### src/rtl/mfb_pkg.sv
// Package for the monochrome framebuffer rectangle fill block.
// Holds command codes, decoded-op types and fixed field widths; no dependencies.
`default_nettype none

package mfb_pkg;

    // Defaults for the top-level parameters
    localparam int DEF_SCREEN_WIDTH  = 128;
    localparam int DEF_SCREEN_HEIGHT = 64;
    localparam int DEF_STORE_BYTES   = 1024;

    // Fixed widths of the beat fields
    localparam int KIND_W  = 2;
    localparam int COORD_W = 8;
    localparam int INDEX_W = 10;
    localparam int BYTE_W  = 8;

    // Page index width (screen height is at most 128 rows, 16 pages)
    localparam int PAGE_W  = 4;
    // Linear byte address width, wide enough to compare against 4096
    localparam int LIN_W   = 13;

    // Command kind codes on the input channel
    localparam logic [KIND_W-1:0] KIND_CLEAR = 2'd0;
    localparam logic [KIND_W-1:0] KIND_FILL  = 2'd1;
    localparam logic [KIND_W-1:0] KIND_READ  = 2'd2;

    // Decoded operation handed from the front to the back
    typedef enum logic [1:0] {
        OP_NOP   = 2'd0,
        OP_CLEAR = 2'd1,
        OP_FILL  = 2'd2,
        OP_READ  = 2'd3
    } t_op_kind;

    typedef struct packed {
        t_op_kind             op;
        logic [COORD_W-1:0]   col_first;
        logic [COORD_W-1:0]   col_last;
        logic [PAGE_W-1:0]    page_first;
        logic [PAGE_W-1:0]    page_last;
        logic [2:0]           row_lo;     // first row bit within first page
        logic [2:0]           row_hi;     // last row bit within last page
        logic                 pixel_on;
        logic [INDEX_W-1:0]   index;
    } t_op;

    // Status from the back to the front
    typedef struct packed {
        logic init_busy;
    } t_back_stat;

endpackage

`default_nettype wire

### src/rtl/mfb_queue.sv
// Two-entry op queue between the front end and the back end.
// Depends on mfb_pkg for the op type.
`default_nettype none

module mfb_queue
    import mfb_pkg::*;
(
    input  logic i_clk,
    input  logic i_rst_n,
    input  logic i_push,
    input  t_op  i_op,
    output logic o_full,
    input  logic i_pop,
    output t_op  o_head,
    output logic o_empty
);

    t_op        r_slot [2];
    logic       r_wr_ptr;
    logic       r_rd_ptr;
    logic [1:0] r_count;

    assign o_full  = (r_count == 2'd2);
    assign o_empty = (r_count == 2'd0);
    assign o_head  = r_slot[r_rd_ptr];

    always_ff @(posedge i_clk) begin
        if (!i_rst_n) begin
            r_wr_ptr <= 1'b0;
            r_rd_ptr <= 1'b0;
            r_count  <= 2'd0;
        end else begin
            if (i_push) r_wr_ptr <= !r_wr_ptr;
            if (i_pop)  r_rd_ptr <= !r_rd_ptr;
            case ({i_push, i_pop})
                2'b10:   r_count <= r_count + 2'd1;
                2'b01:   r_count <= r_count - 2'd1;
                default: r_count <= r_count;
            endcase
        end
    end

    always_ff @(posedge i_clk) begin
        if (i_push) r_slot[r_wr_ptr] <= i_op;
    end

endmodule

`default_nettype wire

### config.mk
export PLATFORM = sky130hd
export DESIGN_NAME = mfb_queue
export DESIGN_NICKNAME = d
export VERILOG_FILES = /design/src/rtl/mfb_pkg.sv /design/src/rtl/mfb_queue.sv
export SDC_FILE = /design/constraint.sdc
export NUM_CORES = 1
export LEC_CHECK = 0
export ABC_AREA = 1
export BUFFER_PORTS_ARGS = -buffer_cell sky130_fd_sc_hd__buf_4
export CAP_MARGIN = 20
export CORE_UTILIZATION = 52
export CTS_CLUSTER_DIAMETER = 120
export CTS_CLUSTER_SIZE = 24
export DETAILED_ROUTE_END_ITERATION = 6
export PLACE_DENSITY = 0.88
export RECOVER_POWER = 100
export SYNTH_ARGS = -nofsm -noshare
export SYNTH_HDL_FRONTEND = slang
export SYNTH_SLANG_ARGS = --single-unit
### constraint.sdc
create_clock -name i_clk -period 3.75 [get_ports i_clk]
set_clock_uncertainty 0.15 [all_clocks]
set_input_delay 0 -clock i_clk [delete_from_list [all_inputs] [get_ports i_clk]]
set_output_delay 0 -clock i_clk [all_outputs]
set_load 0.01 [all_outputs]
==> metrics.md, run 1 <==
| Metric | Value |
|---|---|
| Outcome | finished with violations |
| Failing checks | design-rule violations, max-capacitance violations, max-slew violations |
| Worst path required time | 3600 ps |
| Core area | 6460 um^2 |
| Worst slew pin tran | 1760 ps |
| Startpoint types | primary input |
| Fin. Hold Viols | 0 |
| Wirelength per Cell | roughly 16 um |
| Dpl ws | 1810 ps |
| Cell Area, Synth | 3530 um^2 |
| Root buf cell | clkbuf_8 |
| Total internal power | 1.77 mW |
| Die Span X | between 80 and 90 um |
| # IOs | ~90 |
| Net switching fraction of the power | 20.0% |
| Synthesized area per cell | around 21 um^2 |
| DRT Wirelength | 6210 um |
| Clock transition at path regs | 80 ps |
| DRT Pass-1 Iters | 6 |
| Syn Nets | 217 |
| DP HPWL | 3630 um |
| Global Route Usage Sum | 18.4% |
| RSZ-0062 raised after global routing | false |
| Achievable Freq | ~370 MHz |
| DR DRC count | 16 |
| Period utilization | 71.3% |
| Seq pwr share | a little over half |
| Synth top area share | 73.1% |
| Worst path depth | 5 |
| Sequential fraction of the synthesis area | 75.9% |
| GPL Wtd Cong | 0.668 |
| Pin count of the biggest net entering global routing | 44 |
| Crit end category | flip-flop |
| Final setup fails | 0 |
| #FFs+latches synth | 91 |
| Leak | 1.81 nW |
| Top post-synthesis cells by area | edfxtp_1 (73%), mux2_4 (17%), dfxtp_1 (2.8%) |
| CTS Sinks | just over 90 |
| CP Cell Sequence | dlygate4sd3_1 -> clkbuf_1 -> inv_1 -> nor2_1 -> buf_4 |
| Vias in the first global route | 1958 |
| Max-cap check violation count | 2 |
| Final ANT Viol Nets | 0 |
| Logic pwr share | a little under an eighth |
| Netlist cell types | 13 |
| Clk network pwr share | 34.5% |
| CTS Buf Count | 9 |
| Syn-to-layout area delta | 34.2% |
| Synth area leader | edfxtp_1 |
| Crit path kind | in2reg |
| Share of cells above drive strength 1 | 30.7% |
| DRT iter0 DRCs | 105 |
| Net load switching power | 0.444 mW |
| R2R depth | 2 |
| Port bufs | 91 |
| # rows | 29 |
| Bufs and invs on worst path | 4 |
| Min Tclk post-route | approximately 2700 ps |
| Crit path max-delay family | buffers and inverters |
| Via count | a little under 2k |
| Mapped Cells | 169 |
| H-tree lvl count | 3 |
| Antenna violations before repair | 0 |
| Initial Util | 54.7% |
| Grt total ovfl | 0 |
| Worst endpoint data arrival time | roughly 2500 ps |
| Max Fanout on Critical Path | 25 |
| Worst skew pair latency | 340 ps |
| Post-layout instance area | 4740 um^2 |
| Setup ws final | 1080 ps |
| Fin. max-slew vios | 64 |
| Max stage delay on crit path | 1230 ps |
| Post-Route Setup TNS | 0 ps |
| Global-route wire length before repair | approximately 9500 um |
| CP max-delay cell | nor2_1 |
| DIE AREA | approximately 7100 um^2 |
| Placed instance area | between 4000 and 5000 um^2 |
| CTS tree | yes |
| Placed cells | 334 |
| Hold depth | 2 |
| Diode count | 0 |
| Via/cell ratio | approximately 4.9 |
| Max VDD drop | 0.294 mV |
| Final Instance Count excl. Fillers | 396 |
| Clock Path Buffers | 2 |
| Worst Hold Class | in2reg |
| Vert. Die Dim | 84.4 um |
| Total Nets Final | between 300 and 400 |
| Ys Warns | 0 |
| Pwr dens | 468 nW/um^2 |
| Normalized max-slew margin | -17.4% |
## cell usage in the layout (no fill, tap or decap), drive strengths merged
cell type    count
a21oi            1
buf             43
bufinv           3
clkbuf          61
clkinv           1
clkinvlp         1
dfxtp            5
dlygate4sd3     46
edfxtp          86
ha               1
inv              6
mux2            43
nand2            8
nand4            1
nor2            12
o21ai            1
## cell type report
cell class	instances	area (um^2)
Timing Repair Buffer	139	1100
Sequential cell	91	2680
Multi-Input combinational cell	67	599
Clock buffer	11	141
Inverter	6	22.5
Tap cell	77	96.3
Fill cell	437	1720
Clock inverter	5	101
## cells by family (layout without fill, tap and decap cells)
group           count (synthesis)  count (layout)  synth area share (%)
buf+inv                        11             161                  3.22
mux                            43              43                  17.9
flops                          91              91                  75.9
simple gates                   21              21                  2.30
compound gates                  2               2                 0.283
fa+ha+maj                       1               1                 0.354
## worst reg2reg max path, cell delays in order (launching register included)
cell,delay (ps)
dfxtp_1,330
nor2_1,1250
buf_4,530
## power by group through the flow
stage	combinational, mW	clock, mW	sequential [mW]
floorplan	0.158	0	1.21
global placement	0.258	0	1.22
detailed placement	0.264	0	1.22
CTS	0.303	0.785	1.20
global route	0.280	0.821	1.20
finish	0.260	0.765	1.19
## sequential cells by signal, indices dropped and copies added, names as in the netlist, named ones only
register	cells
r_wr_ptr	1
r_rd_ptr	1
r_slot	86
r_count	2
## metrics by stage
step / power, mW / hold slack [ps] / util, %
after global routing: 2.30 / 235 / 73.4
after floorplan: 1.37 / -51.1 / -
after CTS: 2.29 / 205 / 76.6
after detailed placement: 1.48 / 37.4 / 65.7
after global placement: 1.47 / 35.0 / 65.7
final: 2.22 / 247 / 73.4
## repair_timing
| action | CTS | global route |
|---|---|---|
| endpoints found under the hold margin | 91 | 0 |
| setup endpoints to repair | 0 | 0 |
| hold buffers | 46 | 0 |
| setup buffers | 0 | 0 |
| gates resized for setup | 0 | 0 |
## synthesized netlist by cell type
library cell  number
buf_6              1
dfxtp_1            5
buf_12             4
o21ai_0            1
nand2_1            8
inv_1              6
a21oi_1            1
mux2_2             3
nor2_1            12
mux2_4            40
nand4_1            1
edfxtp_1          86
ha_1               1
## metal layers
layer | share of wire, % | track usage (%) | wire length, um
met1 | 41 | 21.8 | 2550
met2 | 52 | 31.9 | 3200
met3 | 4.4 | 3.24 | 273
met4 | 3.1 | 10.9 | 193
met5 | 0 | 0 | 0
## worst paths after layout
| check | start | to | slack (ps) |
|---|---|---|---|
| setup / recovery | i_push | r_slot[0][3] | 1080 |
| setup reg to reg | r_wr_ptr | r_slot[0][3] | 1150 |
| hold / removal | i_op[19] | r_slot[0][19] | 250 |
| hold reg to reg | r_wr_ptr | r_wr_ptr | 370 |
Note: power is estimated with default switching activity, not from simulation.
==> run 2, diff against run 1 <==
==> constraint.sdc (replaced) <==
create_clock -name i_clk -period 2.7 [get_ports i_clk]
set_clock_uncertainty 0.15 [all_clocks]
set_input_delay 0 -clock i_clk [delete_from_list [all_inputs] [get_ports i_clk]]
set_output_delay 0 -clock i_clk [all_outputs]
set_load 0.01 [all_outputs]
==> run 2 against run 1 <==
Net effect: the flow finishes with violations (design-rule violations); clock-buffer cell count is 2 lower; hold slack worse by 19 ps; cell count is 1.0% higher; critical endpoint is now r_slot[0][6]; die area stayed put; register-to-register slack worse by 430 ps.
==> metrics.md, run 2 (synthesis gave the netlist of run 1 again) <==
| Metric | Value |
|---|---|
| Outcome | finished with violations |
| Failing checks | design-rule violations |
| Clock transition at path regs | 90 ps (about the same) |
| H-tree lvl count | 3 (unchanged) |
| DIE AREA | 7130 um^2 (unchanged) |
| Fin. Hold Viols | 0 (unchanged) |
| Global Route Usage Sum | 19.8% (+1.4 points) |
| Critical Path Source | i_push |
| Wirelength per Cell | 16.4 um (+4.3%) |
| Initial Util | 54.7% (unchanged) |
| Via/cell ratio | 4.88 (+0.23%) |
| Global-route wire length before repair | 10400 um (+9.6%) |
| CTS Sinks | 91 (unchanged) |
| DRT Wirelength | 6550 um (+5.4%) |
| Vias in the first global route | 2175 (+11%) |
| Startpoint types | primary input |
| DP HPWL | 3890 um (+7.3%) |
| DRT Pass-1 Iters | 6 (unchanged) |
| R2R depth | 2 (unchanged) |
| Min Tclk post-route | 2030 ps |
| Largest regs | r_slot (86), r_count (2) |
| Commonest non-fill, non-tap cells in the layout | edfxtp_1 (86), dlygate4sd3_1 (48), buf_4 (44) |
| Worst path required time | 2530 ps (-1070 ps) |
| Port bufs | 91 (unchanged) |
| Worst skew pair latency | 350 ps (about the same) |
| Normalized max-slew margin | 38.0% (+55 points) |
| Min Hold Slack | 228 ps (-19.0 ps) |
| Max Fanout on Critical Path | 28 (+12%) |
| Worst Hold Class | in2reg |
| GPL Wtd Cong | 0.683 (+2.3%) |
| Post-Route Setup TNS | 0 ps (unchanged) |
| Reg2reg start | r_wr_ptr |
| Total Power | 2.91 mW (+31%) |
| Max VDD drop | 0.460 mV (+56%) |
| Fin util | 73.4% (unchanged) |
| Diode count | 0 (unchanged) |
| Crit path kind | in2reg |
| Max-cap check violation count | 0 (-2) |
| Crit Reg-Reg Endpoint | r_slot[0][6] |
| DR DRC count | 13 (-3) |
| Via count | 1953 (+1.2%) |
| Post-CTS Setup Inserts | 0 (unchanged) |
| Crit end category | flip-flop |
| Antenna violations before repair | 0 (unchanged) |
| Period utilization | about three quarters |
| Core area | 6460 um^2 (unchanged) |
| Pin count of the biggest net entering global routing | 29 (-34%) |
| Root buf cell | clkbuf_8 |
| Hold buffers post-CTS | 48 (+4.3%) |
| Final ANT Viol Nets | 0 (unchanged) |
| CTS tree | yes |
| Clock Path Buffers | 2 (unchanged) |
| Leak | 1.80 nW (-0.32%) |
| Die Span X | 84.4 um (unchanged) |
| Worst slew pin tran | 930 ps (-830 ps) |
| Top reg by flops | r_slot |
| Number of flip-flops in the largest register | 86 (unchanged) |
| Grt total ovfl | 0 (unchanged) |
| Achievable Freq | 492 MHz |
| Crit path to | r_slot[0][6] |
| RSZ-0062 raised after global routing | false |
| # IOs | 92 (unchanged) |
| DRT iter0 DRCs | 76 (-28%) |
| Share of cells above drive strength 1 | 31.0% (+0.24 points) |
| Syn-to-layout area delta | 34.2% (unchanged) |
| Worst endpoint data arrival time | 1870 ps (-660 ps) |
| Vert. Die Dim | 84.4 um (unchanged) |
| Pwr dens | 614 nW/um^2 (+31%) |
| Commonest non-fill, non-tap cell in the layout | edfxtp_1 |
| # rows | 29 (unchanged) |
| CTS Buf Count | 9 (unchanged) |
| R2R setup slack | 720 ps (-430 ps) |
| Fin. max-slew vios | 0 (-100%) |
| Final setup fails | 0 (unchanged) |
| Post-CTS sizing | 0 (unchanged) |
| Total Nets Final | 366 (+1.1%) |
[run 2: changes by cell type in the layout (fill, tap and decap cells not counted), sizes merged]
| cell | delta |
|---|---|
| bufinv | -2 |
| buf | +2 |
| clkinv | +2 |
| clkinvlp | +2 |
| dlygate4sd3 | +2 |
| clkbuf | -2 |
[run 2: how the worst min path moves through the flow]
stage               cells after the start  startpoint  slack, ps             to
floorplan                               0     i_op[0]        -50   r_slot[0][0]
global placement                        1    i_op[41]         30  r_slot[1][41]
detailed placement                      1    i_op[20]         40  r_slot[0][20]
CTS                                     2    i_op[20]        210  r_slot[1][20]
global route                            2    i_op[17]        230  r_slot[0][17]
finish                                  2    i_op[19]        230  r_slot[0][19]
[run 2: final cells by class]
cell class	count	area, um^2
flip-flops and latches	91	2680
fillers	428	1720
repair buffers	143	1140
multi-input cells	67	611
clock buffers	9	124
well taps	77	96.3
clock inverters	7	68.8
inverters	6	22.5
[run 2: through the flow]
step | cell area (um^2) | cells | setup WS, ps
3_3_place_gp | 4300 | 336 | 1120
4_1_cts | 4970 | 400 | 905
2_1_floorplan | 3540 | 169 | 682
3_5_place_dp | 4300 | 336 | 1100
5_1_grt | 4740 | 400 | 543
6_report | 4740 | 400 | 666
[run 2: worst max-delay path: stages]
cell           delay [ps]
dlygate4sd3_1         520
clkbuf_1              160
inv_1                 110
nor2_4                380
clkbuf_2              680
[run 2: where the power goes]
group | switching, mW | total [mW] | internal, mW
clock | 0.459 | 0.881 | 0.422
sequential | 0.0219 | 1.65 | 1.63
combinational | 0.175 | 0.380 | 0.205
total | 0.656 | 2.91 | 2.26
[run 2: layer usage]
metal  track usage [%]  vias to the layer above  share of wire, %
li1                  -                      938                 -
met1              22.0                      930                40
met2              36.6                       77                53
met3              5.70                        8               5.9
met4              6.78                        0               1.2
met5                 0                        -                 0
==> run 3, diff against run 2 <==
==> constraint.sdc (replaced) <==
create_clock -name i_clk -period 1.9 [get_ports i_clk]
set_clock_uncertainty 0.15 [all_clocks]
set_input_delay 0 -clock i_clk [delete_from_list [all_inputs] [get_ports i_clk]]
set_output_delay 0 -clock i_clk [all_outputs]
set_load 0.01 [all_outputs]
==> run 3 against run 2 <==
Net effect: the run still ends with design-rule violations left; design area grew 0.50%; sequential share of layout area down 0.28 points; hold slack better by 26 ps; utilization rose by 0.37 points.
==> metrics.md, run 3 (synthesis gave the netlist of run 1 again) <==
| Metric | Value |
|---|---|
| Max VDD drop | 0.803 mV (+75%) |
| Achievable Freq | 596 MHz |
| Critical Path Source | i_push |
| Wirelength per Cell | 15.4 um (-5.9%) |
| Final setup fails | 0 (unchanged) |
| Crit end category | flip-flop |
| Fin. max-slew vios | 0 (unchanged) |
| Grt total ovfl | 0 (unchanged) |
| Clock Path Buffers | 2 (unchanged) |
| Placed instance area | 4310 um^2 (+0.35%) |
| Post-Route Setup TNS | 0 ps (unchanged) |
| RSZ-0062 raised after global routing | false |
| Initial Util | 54.7% (unchanged) |
| DR DRC count | 12 (-1) |
| Logic pwr share | 12.7% (-0.4 points) |
| DP HPWL | 3720 um (-4.4%) |
| Failing checks | design-rule violations |
| Worst slew pin tran | 764 ps (-166 ps) |
| Clk network pwr share | 31.8% (+1.5 points) |
| Worst path required time | 1720 ps (-810 ps) |
| DIE AREA | 7130 um^2 (unchanged) |
| Vias in the first global route | 1954 (-10%) |
| Leak | 1.81 nW (+0.46%) |
| Outcome | finished with violations |
| # IOs | 92 (unchanged) |
| Global Route Usage Sum | 17.7% (-2.1 points) |
| # rows | 29 (unchanged) |
| Fin. Hold Viols | 0 (unchanged) |
| DRT Pass-1 Iters | 7 (+1) |
| CTS Sinks | 91 (unchanged) |
| Root buf cell | clkbuf_8 |
| Post-layout instance area | 4770 um^2 (+0.50%) |
| Number of flip-flops in the largest register | 86 (unchanged) |
| Via/cell ratio | 4.86 (-0.52%) |
| Pwr dens | 885 nW/um^2 (+44%) |
| CTS Buf Count | 9 (unchanged) |
| Seq pwr share | 55.5% (-1.2 points) |
| Max Fanout on Critical Path | 32 (+14%) |
| Syn-to-layout area delta | 34.9% |
| Total internal power | 3.34 mW (+48%) |
| Filler cells | 421 (-1.6%) |
| Net switching fraction of the power | 20.9% (-1.6 points) |
| Clock transition at path regs | 80 ps (about the same) |
| Startpoint types | primary input |
| CTS tree | yes |
| Commonest non-fill, non-tap cells in the layout | edfxtp_1 (86), dlygate4sd3_1 (46), buf_4 (43) |
| Global-route wire length before repair | 9350 um (-10%) |
| Net load switching power | 0.882 mW (+34%) |
| Crit path kind | in2reg |
| Min Tclk post-route | about 1700 ps |
| Share of cells above drive strength 1 | 30.7% (-0.21 points) |
| Final ANT Viol Nets | 0 (unchanged) |
| Worst Hold Class | in2reg |
| DRT Wirelength | 6140 um (-6.1%) |
| Die Span X | 84.4 um (unchanged) |
| Via count | 1938 (-0.77%) |
| GPL Wtd Cong | 0.648 (-5.2%) |
| Post-CTS Setup Inserts | 0 (unchanged) |
| Top reg by flops | r_slot |
| Period utilization | 88.3% |
| Diode count | 0 (unchanged) |
| Commonest non-fill, non-tap cell in the layout | edfxtp_1 |
| Port bufs | 91 (unchanged) |
| H-tree lvl count | 3 (unchanged) |
| Max-cap check violation count | 0 (unchanged) |
| Worst endpoint data arrival time | 1490 ps (-380 ps) |
| Core area | 6460 um^2 (unchanged) |
| Hold Path Origin | i_op[4] |
| Reg2reg start | r_wr_ptr |
| Vert. Die Dim | 84.4 um (unchanged) |
| Worst skew pair latency | 330 ps (-20 ps) |
| DRT iter0 DRCs | 51 (-33%) |
| Total Nets Final | 366 (unchanged) |
| Pin count of the biggest net entering global routing | 33 (+14%) |
| Normalized max-slew margin | 49.1% (+11 points) |
| Antenna violations before repair | 0 (unchanged) |
| Largest regs | r_slot (86), r_count (2) |
## run 3: worst paths after layout
| path | end | slack, ps | depth (start not counted) |
|---|---|---|---|
| max reg2reg | r_slot[0][2] | 280 | 2 |
| max | r_slot[0][2] | 220 | 5 |
| min | r_slot[0][4] | 250 | 2 |
| min reg2reg | r_rd_ptr | 380 | 2 |
## run 3: layout make-up
cell class	count	area, um^2	area share, %
multi-input combinational	67	599	12.6
tap	77	96.3	2.02
sequential	91	2680	56.3
timing repair buffer	143	1160	24.3
clock buffer	10	128	2.68
inverter	6	22.5	0.472
clock inverter	5	78.8	1.65
## run 3: repair_timing
item                                   4_1_cts  5_1_grt
endpoints found under the hold margin       91        0
gates resized for setup                      0        0
setup endpoints to repair                    0        0
hold buffers                                46        0
## run 3: critical path, cell delays in order
cell and delay, ps:
dlygate4sd3_1 520, clkbuf_1 140, inv_1 70, nor2_1 120
buf_2 630
## run 3: routing by layer
metal / vias to the layer above / GRT usage [%] / part of all wire, %
li1: 936 / - / -
met1: 924 / 20.9 / 42
met2: 69 / 31.2 / 52
met3: 9 / 4.33 / 5.3
met4: 0 / 7.40 / 1.4
met5: - / 0 / 0
## run 3: per-stage QoR
stage | cells | power [mW] | setup WS, ps | hold slack (ps) | util [%]
global placement | 338 | 2.93 | 490 | 35.5 | 66.8
CTS | 399 | 4.34 | 230 | 217 | 77.1
detailed placement | 338 | 2.95 | 463 | 38.4 | 66.8
global route | 399 | 4.36 | 90.0 | 251 | 73.8
floorplan | 169 | 2.69 | 49.5 | -51.1 | -
finish | 399 | 4.22 | 222 | 253 | 73.8
## run 3: power groups by stage
stage / Combinational, mW / Sequential (mW) / Clock [mW]
detailed placement: 0.553 / 2.39 / 0
CTS: 0.631 / 2.35 / 1.36
global placement: 0.542 / 2.39 / 0
global route: 0.576 / 2.35 / 1.44
finish: 0.536 / 2.34 / 1.34
floorplan: 0.312 / 2.38 / 0
